==> src/hw/rtl/gcs_pkg.sv <==
// ----------------------------------------------------------------------------
// gcs_pkg
// Shared widths, defaults and helpers for the greedy cover selector.
// ----------------------------------------------------------------------------
package gcs_pkg;

    // Fixed field widths
    localparam int ROW_W  = 32;  // row mask width
    localparam int CCNT_W = 6;   // column_count register width
    localparam int SEL_W  = 5;   // selected_row width
    localparam int PCNT_W = 6;   // popcount of a row, 0..32

    // Parameter defaults
    localparam int DEF_MAX_ROWS    = 32;
    localparam int DEF_MAX_COLUMNS = 32;

    // column_count after reset
    localparam logic [CCNT_W-1:0] COLCNT_RESET = CCNT_W'(32);

    // Number of set bits in one row mask
    function automatic logic [PCNT_W-1:0] popcount(input logic [ROW_W-1:0] v);
        logic [PCNT_W-1:0] acc;
        acc = '0;
        for (int b = 0; b < ROW_W; b++) begin
            acc = acc + PCNT_W'(v[b]);
        end
        return acc;
    endfunction

endpackage

==> src/hw/rtl/greedy_cover_selector.sv <==
// ----------------------------------------------------------------------------
// greedy_cover_selector
// Loads a row coverage table and picks a greedy set cover over it.
// ----------------------------------------------------------------------------
// Rows load one per cycle into a row RAM; the row flagged last_row starts the
// selection, and the input is stalled until the final result of that run has
// been placed in the output register. Selection runs in rounds: each round
// reads every stored row once through the RAM's single read port and feeds it
// to one popcount-and-compare unit, then decides in the DECIDE state; that
// state waits while the output side stalls, unless it sends no beat. A run
// that picks K rows takes K+1 rounds. Chosen row indices come out in the
// order picked, the last one flagged; a run that picks nothing gives one beat
// flagged empty. column_count is sampled when the last row arrives.
// ----------------------------------------------------------------------------
module greedy_cover_selector #(
    parameter int MAX_ROWS    = gcs_pkg::DEF_MAX_ROWS,
    parameter int MAX_COLUMNS = gcs_pkg::DEF_MAX_COLUMNS
) (
    input  logic                      i_clk,
    input  logic                      i_rst_n,
    // configuration write
    input  logic                      i_cfg_valid,
    output logic                      o_cfg_ready,
    input  logic [gcs_pkg::CCNT_W-1:0] i_cfg_data,
    // row input
    input  logic                      i_in_valid,
    output logic                      o_in_stall,
    input  logic [gcs_pkg::ROW_W-1:0] i_row_bits,
    input  logic                      i_last_row,
    // result output
    output logic                      o_out_valid,
    input  logic                      i_out_stall,
    output logic [gcs_pkg::SEL_W-1:0] o_selected_row,
    output logic                      o_empty_cover,
    output logic                      o_last_selected
);

    import gcs_pkg::*;

    localparam int RIDX_W  = (MAX_ROWS > 1) ? $clog2(MAX_ROWS) : 1;
    localparam int CNT_W   = $clog2(MAX_ROWS + 1);
    localparam int COL_LIM = (MAX_COLUMNS < ROW_W) ? MAX_COLUMNS : ROW_W;
    localparam logic [CCNT_W-1:0] COL_LIM_V = CCNT_W'(COL_LIM);
    localparam logic [CNT_W-1:0]  ROWS_V    = CNT_W'(MAX_ROWS);

    // Sequencer states
    localparam logic [1:0] ST_LOAD   = 2'd0;
    localparam logic [1:0] ST_SCAN   = 2'd1;
    localparam logic [1:0] ST_DECIDE = 2'd2;

    // Control registers
    logic [1:0]        r_state, n_state;
    logic [CCNT_W-1:0] r_column_count, n_column_count;
    logic [CNT_W-1:0]  r_row_total, n_row_total;
    logic [CNT_W-1:0]  r_rd_idx, n_rd_idx;
    logic              r_dv, n_dv;
    logic [PCNT_W-1:0] r_best_cnt, n_best_cnt;
    logic              r_have_pend, n_have_pend;
    logic              r_out_valid, n_out_valid;

    // Payload registers
    logic [RIDX_W-1:0] r_dv_idx, n_dv_idx;
    logic [RIDX_W-1:0] r_best_idx, n_best_idx;
    logic [ROW_W-1:0]  r_best_bits, n_best_bits;
    logic [ROW_W-1:0]  r_cmask, n_cmask;
    logic [ROW_W-1:0]  r_covered, n_covered;
    logic [RIDX_W-1:0] r_pend_idx, n_pend_idx;
    logic [SEL_W-1:0]  r_out_sel, n_out_sel;
    logic              r_out_empty, n_out_empty;
    logic              r_out_last, n_out_last;

    // Datapath wires
    logic              in_acc;
    logic              ram_we;
    logic [RIDX_W-1:0] ram_waddr;
    logic [RIDX_W-1:0] ram_raddr;
    logic [ROW_W-1:0]  ram_rdata;
    logic              issue;
    logic              out_free;
    logic [ROW_W-1:0]  row_masked;
    logic [PCNT_W-1:0] row_cnt;
    logic [CCNT_W-1:0] eff_cols;
    logic [ROW_W-1:0]  col_mask;
    logic              found;
    logic [RIDX_W+SEL_W-1:0] pend_ext;

    assign o_cfg_ready = 1'b1;
    assign o_in_stall  = (r_state != ST_LOAD);
    assign in_acc      = i_in_valid && (r_state == ST_LOAD);
    assign out_free    = !r_out_valid || !i_out_stall;

    // Row store write and scan read addressing
    assign ram_we    = in_acc && (r_row_total < ROWS_V);
    assign ram_waddr = r_row_total[RIDX_W-1:0];
    assign ram_raddr = r_rd_idx[RIDX_W-1:0];
    assign issue     = (r_state == ST_SCAN) && (r_rd_idx != r_row_total);

    gcs_ram #(
        .WIDTH (ROW_W),
        .DEPTH (MAX_ROWS)
    ) u_row_ram (
        .i_clk   (i_clk),
        .i_we    (ram_we),
        .i_waddr (ram_waddr),
        .i_wdata (i_row_bits),
        .i_raddr (ram_raddr),
        .o_rdata (ram_rdata)
    );

    // Column mask from the saturated column count
    assign eff_cols = (r_column_count > COL_LIM_V) ? COL_LIM_V : r_column_count;
    assign col_mask = (eff_cols >= CCNT_W'(ROW_W)) ? '1
                    : ((ROW_W'(1) << eff_cols) - ROW_W'(1));

    // Shared popcount and compare unit
    assign row_masked = ram_rdata & r_cmask;
    assign row_cnt    = popcount(row_masked & ~r_covered);
    assign found      = (r_best_cnt != '0);
    assign pend_ext   = {{SEL_W{1'b0}}, r_pend_idx};

    // Sequencer
    always_comb begin
        n_state        = r_state;
        n_column_count = r_column_count;
        n_row_total    = r_row_total;
        n_rd_idx       = r_rd_idx;
        n_dv           = 1'b0;
        n_best_cnt     = r_best_cnt;
        n_have_pend    = r_have_pend;
        n_out_valid    = r_out_valid && i_out_stall;
        n_dv_idx       = ram_raddr;
        n_best_idx     = r_best_idx;
        n_best_bits    = r_best_bits;
        n_cmask        = r_cmask;
        n_covered      = r_covered;
        n_pend_idx     = r_pend_idx;
        n_out_sel      = r_out_sel;
        n_out_empty    = r_out_empty;
        n_out_last     = r_out_last;

        if (i_cfg_valid) begin
            n_column_count = i_cfg_data;
        end

        case (r_state)
            ST_LOAD: begin
                if (in_acc) begin
                    if (r_row_total < ROWS_V) begin
                        n_row_total = r_row_total + CNT_W'(1);
                    end
                    if (i_last_row) begin
                        n_cmask     = col_mask;
                        n_covered   = '0;
                        n_best_cnt  = '0;
                        n_have_pend = 1'b0;
                        n_rd_idx    = '0;
                        n_state     = ST_SCAN;
                    end
                end
            end
            ST_SCAN: begin
                if (issue) begin
                    n_rd_idx = r_rd_idx + CNT_W'(1);
                    n_dv     = 1'b1;
                end
                // compare the row read last cycle against the best so far
                if (r_dv && (row_cnt > r_best_cnt)) begin
                    n_best_cnt  = row_cnt;
                    n_best_idx  = r_dv_idx;
                    n_best_bits = row_masked;
                end
                if (!issue && !r_dv) begin
                    n_state = ST_DECIDE;
                end
            end
            ST_DECIDE: begin
                // a beat goes out unless this is the first pick of the run
                if (out_free || (found && !r_have_pend)) begin
                    if (r_have_pend) begin
                        n_out_valid = 1'b1;
                        n_out_sel   = pend_ext[SEL_W-1:0];
                        n_out_empty = 1'b0;
                        n_out_last  = !found;
                    end else if (!found) begin
                        n_out_valid = 1'b1;
                        n_out_sel   = '0;
                        n_out_empty = 1'b1;
                        n_out_last  = 1'b1;
                    end
                    if (found) begin
                        n_pend_idx  = r_best_idx;
                        n_have_pend = 1'b1;
                        n_covered   = r_covered | r_best_bits;
                        n_best_cnt  = '0;
                        n_rd_idx    = '0;
                        n_state     = ST_SCAN;
                    end else begin
                        n_have_pend = 1'b0;
                        n_row_total = '0;
                        n_state     = ST_LOAD;
                    end
                end
            end
            default: begin
                n_state = ST_LOAD;
            end
        endcase
    end

    // Control state
    always_ff @(posedge i_clk) begin
        if (!i_rst_n) begin
            r_state        <= ST_LOAD;
            r_column_count <= COLCNT_RESET;
            r_row_total    <= '0;
            r_rd_idx       <= '0;
            r_dv           <= 1'b0;
            r_best_cnt     <= '0;
            r_have_pend    <= 1'b0;
            r_out_valid    <= 1'b0;
        end else begin
            r_state        <= n_state;
            r_column_count <= n_column_count;
            r_row_total    <= n_row_total;
            r_rd_idx       <= n_rd_idx;
            r_dv           <= n_dv;
            r_best_cnt     <= n_best_cnt;
            r_have_pend    <= n_have_pend;
            r_out_valid    <= n_out_valid;
        end
    end

    // Datapath and output payload
    always_ff @(posedge i_clk) begin
        r_dv_idx    <= n_dv_idx;
        r_best_idx  <= n_best_idx;
        r_best_bits <= n_best_bits;
        r_cmask     <= n_cmask;
        r_covered   <= n_covered;
        r_pend_idx  <= n_pend_idx;
        r_out_sel   <= n_out_sel;
        r_out_empty <= n_out_empty;
        r_out_last  <= n_out_last;
    end

    assign o_out_valid     = r_out_valid;
    assign o_selected_row  = r_out_sel;
    assign o_empty_cover   = r_out_empty;
    assign o_last_selected = r_out_last;

endmodule

==> src/hw/rtl/gcs_ram.sv <==
// ----------------------------------------------------------------------------
// gcs_ram
// Generic single-port-write, single-port-read RAM with registered read data.
// ----------------------------------------------------------------------------
module gcs_ram #(
    parameter int WIDTH = 32,
    parameter int DEPTH = 32
) (
    input  logic                                  i_clk,
    input  logic                                  i_we,
    input  logic [(DEPTH > 1 ? $clog2(DEPTH) : 1)-1:0] i_waddr,
    input  logic [WIDTH-1:0]                      i_wdata,
    input  logic [(DEPTH > 1 ? $clog2(DEPTH) : 1)-1:0] i_raddr,
    output logic [WIDTH-1:0]                      o_rdata
);

    logic [WIDTH-1:0] r_mem [DEPTH];

    // Write port
    always_ff @(posedge i_clk) begin
        if (i_we) begin
            r_mem[i_waddr] <= i_wdata;
        end
    end

    // Registered read port
    always_ff @(posedge i_clk) begin
        o_rdata <= r_mem[i_raddr];
    end

endmodule
==> config.mk <==
export PLATFORM = sky130hd
export DESIGN_NAME = greedy_cover_selector
export DESIGN_NICKNAME = d
export VERILOG_FILES = /design/src/hw/rtl/gcs_pkg.sv /design/src/hw/rtl/greedy_cover_selector.sv /design/src/hw/rtl/gcs_ram.sv
export SDC_FILE = /design/constraint.sdc
export NUM_CORES = 1
export LEC_CHECK = 0
export BUFFER_PORTS_ARGS = -buffer_cell sky130_fd_sc_hd__buf_4
export CORE_MARGIN = 2
export CORE_UTILIZATION = 57
export DETAILED_ROUTE_END_ITERATION = 16
export MAX_ROUTING_LAYER = met4
export PLACE_DENSITY = 0.84
export SLEW_MARGIN = 15
export SYNTH_ARGS = -nofsm -noshare
export SYNTH_HDL_FRONTEND = slang
export SYNTH_SLANG_ARGS = --single-unit
==> constraint.sdc <==
create_clock -name i_clk -period 8.35 [get_ports i_clk]
set_input_delay 0.4175 -clock i_clk [delete_from_list [all_inputs] [get_ports i_clk]]
set_output_delay 0.4175 -clock i_clk [all_outputs]
set_load 0.01 [all_outputs]
* Yosys cells after proc, flatten, opt, wreduce, memory -nomap -nowiden
Memories as Yosys holds them, arrays and structs flattened. A register that Yosys moved wholly into a read port is not among the register bits.
Cells that the tools add are included.
** Word-level totals
- Word-level logic and storage cells :: 146
- Flip-flop bits (word level) :: 147
- Memories kept :: 1
- Memory bits (writable) :: 1024
- Input port bits :: 44
** Memory list
- u_row_ram.r_mem :: words 32, width 32, read ports 1, clocked after memory_dff 1, wr ports 1, RTL line gcs_ram.sv:17 : logic [WIDTH-1:0] r_mem [DEPTH];
** Cells by class
- $add $sub $neg :: 34
- Shift operators :: 1
- Reductions and logical operators :: 31
- Mux-type cells :: 41
- Equality and inequality tests :: 13
- $lt $le $gt $ge :: 4
- Bitwise operators :: 4
** Operators with widths (count)
- 6-bit by 1-bit adder with 6-bit output :: 26
- 32-bit 2-to-1 mux :: 4
- 6-bit 2-to-1 mux :: 11
- 32-bit AND :: 2
- 32-bit one-hot mux with 2 select lines :: 1
- 6-bit one-hot mux with 3 select lines :: 2
- 32-bit inverter :: 1
- 32-bit bitwise OR :: 1
- 1-bit by 6-bit left shift with 32-bit output, first input constant :: 1
- 32-bit by 1-bit subtractor with 32-bit output, second input constant :: 1
- 1-bit 2-to-1 mux :: 14
- 2-bit inequality test, second input constant :: 7
- 6-bit by 1-bit adder with 6-bit output, second input constant :: 2
- 6-bit one-hot mux with 2 select lines :: 1
- 6-bit AND reduction :: 2
- 5-bit 2-to-1 mux :: 2
- 5-bit AND reduction :: 2
- 3-bit AND reduction :: 3
- 2-bit 2-to-1 mux :: 4
- 4-bit AND reduction :: 2
- 1-bit logical AND :: 7
- 5-bit by 1-bit adder with 6-bit output :: 1
- 6-bit >= comparator, second input constant :: 1
- 6-bit > comparator :: 1
- 19 further kinds :: 29

* Depth between registers and ports, before layout
- Word-level depth :: 37
- Gate-level depth with buffers :: 22

* Hierarchy
Synthesis repeated with hierarchy kept, for this count alone.
** Second synthesis, totals
- Cells, all modules :: 2894
- Area total of the unflattened synthesis :: 47744.5 um^2
** Modules (own cells, without submodules)
- gcs_ram :: area each 40487.6 um^2, sequential area each 31390.1 um^2, times used 1, cells an instance 2260
- greedy_cover_selector :: area each 7257.0 um^2, sequential area each 4073.9 um^2, times used 1, cells an instance 634

* Least setup slack after synthesis
No wires, ideal clock.
- Path kind :: register -> register
- Start point :: register r_covered[27]
- End point :: register r_best_bits[0] (enable)
- Stages on the path, launching flop included :: 20
- Slack :: 0.456 ns
- Data arrival time :: 7.430 ns
- Required time :: 7.886 ns
- Cells stage by stage :: edfxtp_1 > nand2b_1 > fa_1 > fa_1 > inv_1 > fa_1 > inv_1 > fa_1 > fa_1 > inv_1 > fa_1 > ha_1 > fa_1 > a21o_1 > a21oi_1 > xnor2_1 > ha_1 > nand3_1 > o21bai_1 > a21oi_1
** On the way
- Longest elaborated chain between the ends :: 10
** Ends and longest elaborated chain
- from (decl) :: RTL line greedy_cover_selector.sv:66 : logic [ROW_W-1:0] r_covered, n_covered;
- from (signal assigned) :: RTL line greedy_cover_selector.sv:239 : r_covered <= n_covered;
- 32-bit inverter :: RTL line greedy_cover_selector.sv:117 : assign row_cnt = popcount(row_masked & ~r_covered);
- 32-bit AND :: RTL line greedy_cover_selector.sv:117
- 6-bit by 1-bit adder with 6-bit output (5 in series) :: RTL line gcs_pkg.sv:25 : acc = acc + PCNT_W'(v[b]);
- 6-bit > comparator :: RTL line greedy_cover_selector.sv:167 : if (r_dv && (row_cnt > r_best_cnt)) begin
- 1-bit logical AND :: RTL line greedy_cover_selector.sv:167
- 2-bit AND reduction (no line)
- to (signal assigned) :: RTL line greedy_cover_selector.sv:237 : r_best_bits <= n_best_bits;
- to (decl) :: RTL line greedy_cover_selector.sv:64 : logic [ROW_W-1:0] r_best_bits, n_best_bits;
Every way passes these cells.
A chain may end at the register's enable or synchronous reset.

* Final worst setup path
- Start point :: register r_cmask[25]
- End point :: register r_best_bits[7] (enable)
** On the way
- Longest elaborated chain between the ends :: 12
** Ends and longest elaborated chain
- from (decl) :: RTL line greedy_cover_selector.sv:65 : logic [ROW_W-1:0] r_cmask, n_cmask;
- from (signal assigned) :: RTL line greedy_cover_selector.sv:238 : r_cmask <= n_cmask;
- 32-bit AND :: RTL line greedy_cover_selector.sv:116 : assign row_masked = ram_rdata & r_cmask;
- via row_masked[25] :: RTL line greedy_cover_selector.sv:80 : logic [ROW_W-1:0] row_masked;
- 32-bit AND :: RTL line greedy_cover_selector.sv:117
- 6-bit by 1-bit adder with 6-bit output (7 in series) :: RTL line gcs_pkg.sv:25
- 6-bit > comparator :: RTL line greedy_cover_selector.sv:167
- 1-bit logical AND :: RTL line greedy_cover_selector.sv:167
- 2-bit AND reduction (no line)
The timed path passes the listed nets, and every way through them passes these cells.

==> tab_implementation.tex <==
\begin{tabular}{lr}
\hline
Metric & Value \\
\hline
\multicolumn{2}{l}{\textbf{CTS}} \\
Buffer cell driving the clock tree root & sky130\_fd\_sc\_hd\_\_clkbuf\_16 \\
Number of sinks handled by clock tree synthesis & 1203 \\
TritonCTS clock tree & built \\
Later-pin clock latency in the skew report & 690 ps \\
Clk slew on worst S/H paths & 70 ps \\
Clk buf depth & 3 \\
CTS H-tree depth & 3 \\
Number of setup buffers added after CTS & 0 \\
TritonCTS Buffers & 111 \\
Post-cts repair resize count & 0 \\
\multicolumn{2}{l}{\textbf{Yosys}} \\
Most used flip-flop cell after synthesis & sky130\_fd\_sc\_hd\_\_edfxtp\_1 \\
Mux cell area share after synthesis & 16.5\% \\
Instance count of the mapped netlist & 2158 \\
Main combinational cell family by area after synthesis & multiplexers \\
Netlist area before placement & 0.0467 mm² \\
Synth unique cells & 54 \\
Yosys warns & 0 \\
Simple-gate share of the synthesized area & 3.19\% \\
Fraction of registers with async set/reset & 0\% \\
Avg Cell Area, Syn & 21.6 µm² \\
Net count of the mapped netlist & 2245 \\
Fraction of the mapped netlist area in compound gates & 1.14\% \\
Area share of xor/xnor cells in the synthesized design & 0.281\% \\
Sequential share of the synthesized area & 76.0\% \\
\#FFs+latches synth & 1203 \\
EDFF count, synth & 1137 \\
Share of synthesized cell area in full adder, half adder and majority cells & 1.54\% \\
\multicolumn{2}{l}{\textbf{STA}} \\
Highest attainable clock frequency & 0.146 GHz \\
RSZ-0062 raised after global routing & false \\
Worst-margin pin slew & 1070 ps \\
Total of endpoints with negative setup slack in the final report & 0 \\
Shortest period the worst path allows & 6850 ps \\
Number of slew-limit violations in the final report & 0 \\
Final critical-path share of the clock period & 82.0\% \\
Remaining max-slew budget at the tightest pin & 28.6\% \\
Setup TNS Final & 0 ps \\
Final hold violations & 0 \\
Largest clock skew in the final design & 25.3 ps \\
\multicolumn{2}{l}{\textbf{Setup path}} \\
Element type at the critical path start & flop \\
Crit path top cell by count & sky130\_fd\_sc\_hd\_\_fa\_1 \\
CP required & 8680 ps \\
Critical path launch point & r\_cmask[25] \\
Classification of the worst setup path & reg -> reg \\
Largest incremental delay on the critical path & 560 ps \\
Worst Setup End Kind & flop \\
Start of the worst register-to-register path & r\_cmask[25] \\
Slowest stage cell on the critical path & sky130\_fd\_sc\_hd\_\_fa\_1 \\
Data arrival, critical path & 7180 ps \\
Maximum fanout count along the critical path & 27 \\
Cell chain of the critical path & and2\_1 -> nand2b\_1 -> fa\_1 -> fa\_1 -> inv\_1 -> fa\_1 -> inv\_1 -> fa\_1 -> fa\_1 -> inv\_1 -> fa\_1 -> ha\_1 -> fa\_1 -> a21o\_1 -> a21oi\_1 -> xnor2\_1 -> ha\_1 -> nand3\_1 -> o21bai\_1 -> a21oi\_4 -> buf\_4 \\
\multicolumn{2}{l}{\textbf{Floorplan}} \\
CORE AREA & 0.0808 mm² \\
Vert. Die Dim & 290 µm \\
Std cell rows & 104 \\
Initial Utilization & 57.8\% \\
Die extent in x & 290 µm \\
IO Count & 54 \\
Area of the die & 0.0842 mm² \\
\multicolumn{2}{l}{\textbf{Worst hold path}} \\
Hold Crit Class & in -> reg \\
Startpoint of the lowest-slack hold path & i\_cfg\_data[3] \\
\multicolumn{2}{l}{\textbf{Drt}} \\
Drc violations & 0 \\
Number of violations reported at the end of detailed-routing iteration 0 & 3516 \\
Number of vias in the routed layout & 23.4k \\
Average wire per cell in the routed design & 34.0 µm \\
Final Routed Wirelength & 117000 µm \\
Post-detailed-route count of antenna-violating nets & 0 \\
First drt pass iteration count & 7 \\
Via-per-instance ratio & 6.81 \\
\multicolumn{2}{l}{\textbf{Placement}} \\
Routability Congestion & 0.860 \\
Half-perimeter wire length of the detailed placement result & 57300 µm \\
Buffers on Ports & 52 \\
\multicolumn{2}{l}{\textbf{Global routing}} \\
Number of global-route vias before repair & 23.5k \\
Congestion Overflow GR & 0 \\
Initial antenna violation count & 8 \\
Global-route usage over all layers & 28.9\% \\
Global-route wire length before repair & 168000 µm \\
Pin count of the biggest net entering global routing & 149 \\
\multicolumn{2}{l}{\textbf{Cells and area}} \\
Final-stage net count & 2354 \\
\# fillers & 4810 \\
Layout-stage area growth over the synthesis result & 12.3\% \\
Multi-input combinational cell area & 0.0109 mm² \\
Fraction of final layout cells with drive strength greater than 1 & 28.7\% \\
Share of the core filled with cells & 64.9\% \\
FF+latch area & 0.0355 mm² \\
\multicolumn{2}{l}{\textbf{Power}} \\
Worst IR Drop VDD & 204 µV \\
Cell area power density & 248 mW/mm² \\
Leak pwr & 16.3 nW \\
\multicolumn{2}{l}{\textbf{Run}} \\
Reported max-cap violation count & 0 \\
\multicolumn{2}{l}{\textbf{Outcome}} \\
Result of the run & completed \\
\hline
\end{tabular}
[per-layer routing]
metal / part of all wire [%] / global-route usage [%] / vias up
li1: - / - / 9051
met1: 35 / 37.5 / 12100
met5: 0 / - / -
met4: 4.3 / 10.8 / 0
met3: 11 / 5.77 / 341
met2: 50 / 45.9 / 1858
[registers in the layout, indices dropped and copies added, names as in the netlist, 2 cells and up]
signal,cells
r_covered,32
r_best_bits,32
r_row_total,6
r_cmask,32
r_column_count,6
r_state,2
r_rd_idx,6
u_row_ram.o_rdata,32
o_selected_row,5
u_row_ram.r_mem,1024
r_best_cnt,6
r_best_idx,5
r_pend_idx,5
r_dv_idx,5
[worst max-delay path: cells and delay by family, from the launching register on]
family          cells  cell delay (ps)
fa+ha+maj           9             3930
compound gates      4             1090
buf+inv             4              640
flops               1              380
simple gates        3              350
xor+xnor            1              110
[where the power goes]
group          leakage (nW)  internal [W]  switching [W]
registers              10.8       0.00666      0.0000383
logic                  3.62      0.000430       0.000590
clock network          1.86       0.00303        0.00225
total                  16.3        0.0101        0.00288
[area by class of cell]
cell class	instances	share of cell area, %
sequential	1203	67.7
multi-input combinational	811	20.7
clock buffer	145	5.83
tap	1060	2.53
timing repair buffer	99	1.49
clock inverter	64	1.42
inverter	41	0.294
antenna	9	0.0430
[stage by stage]
step / instances / hold slack [ps] / area (µm²) / power [W] / setup WS [ps]
global route: 3431 / 34.8 / 52400 / 0.0134 / 1130
finish: 3432 / 40.1 / 52400 / 0.0130 / 1500
detailed placement: 3213 / 391 / 48600 / 0.00784 / 1490
floorplan: 2158 / 329 / 46700 / 0.00750 / 456
global placement: 3213 / 388 / 48600 / 0.00778 / 1600
CTS: 3423 / 13.5 / 52400 / 0.0130 / 1470
[synthesized netlist by cell type (all sizes together), types with 7 or more instances]
master  count  area (µm²)
and2       39         244
nand2b     33         206
buf        43         253
a21oi      16        80.1
fa         24         480
mux2i      13         130
o21ai      26         134
nand2      40         150
clkbuf     60         225
a21boi      7        52.6
ha         19         238
edfxtp   1137       34100
dfxtp      66        1320
nor2b      17         106
nand3      16        80.1
inv        41         154
xnor2       9        78.8
mux4      320        7210
a31oi       7        43.8
nor2      122         458
mux2       33         372
[kinds of logic after synthesis]
group / Yosys count
compound gates: 83
xor+xnor: 15
fa+ha+maj: 43
buf+inv: 144
flops: 1203
mux: 366
other cells: 1
simple gates: 303
[timing repair]
action,CTS,global route
endpoints found under the hold margin,1,0
endpoints found under the setup margin,0,0
hold buffers,1,0
[final timing paths]
path / slack (ps) / to / cells past startpoint
worst max-delay path: 1500 / r_best_bits[7] / 21
worst max register to register: 1500 / r_best_bits[7] / 21
worst min register to register: 400 / r_best_idx[0] / 0
worst min-delay path: 40 / r_column_count[3] / 3
[layout by cell type, fill, tap and decap left out, drive strengths merged, types with 35 or more instances in the layout]
master	instances
edfxtp	1137
mux4	320
clkbuf	145
nor2	122
buf	98
dfxtp	66
inv	49
nand2	40
and2	39
clkinv	35
Power figures use the tool's default switching activity.
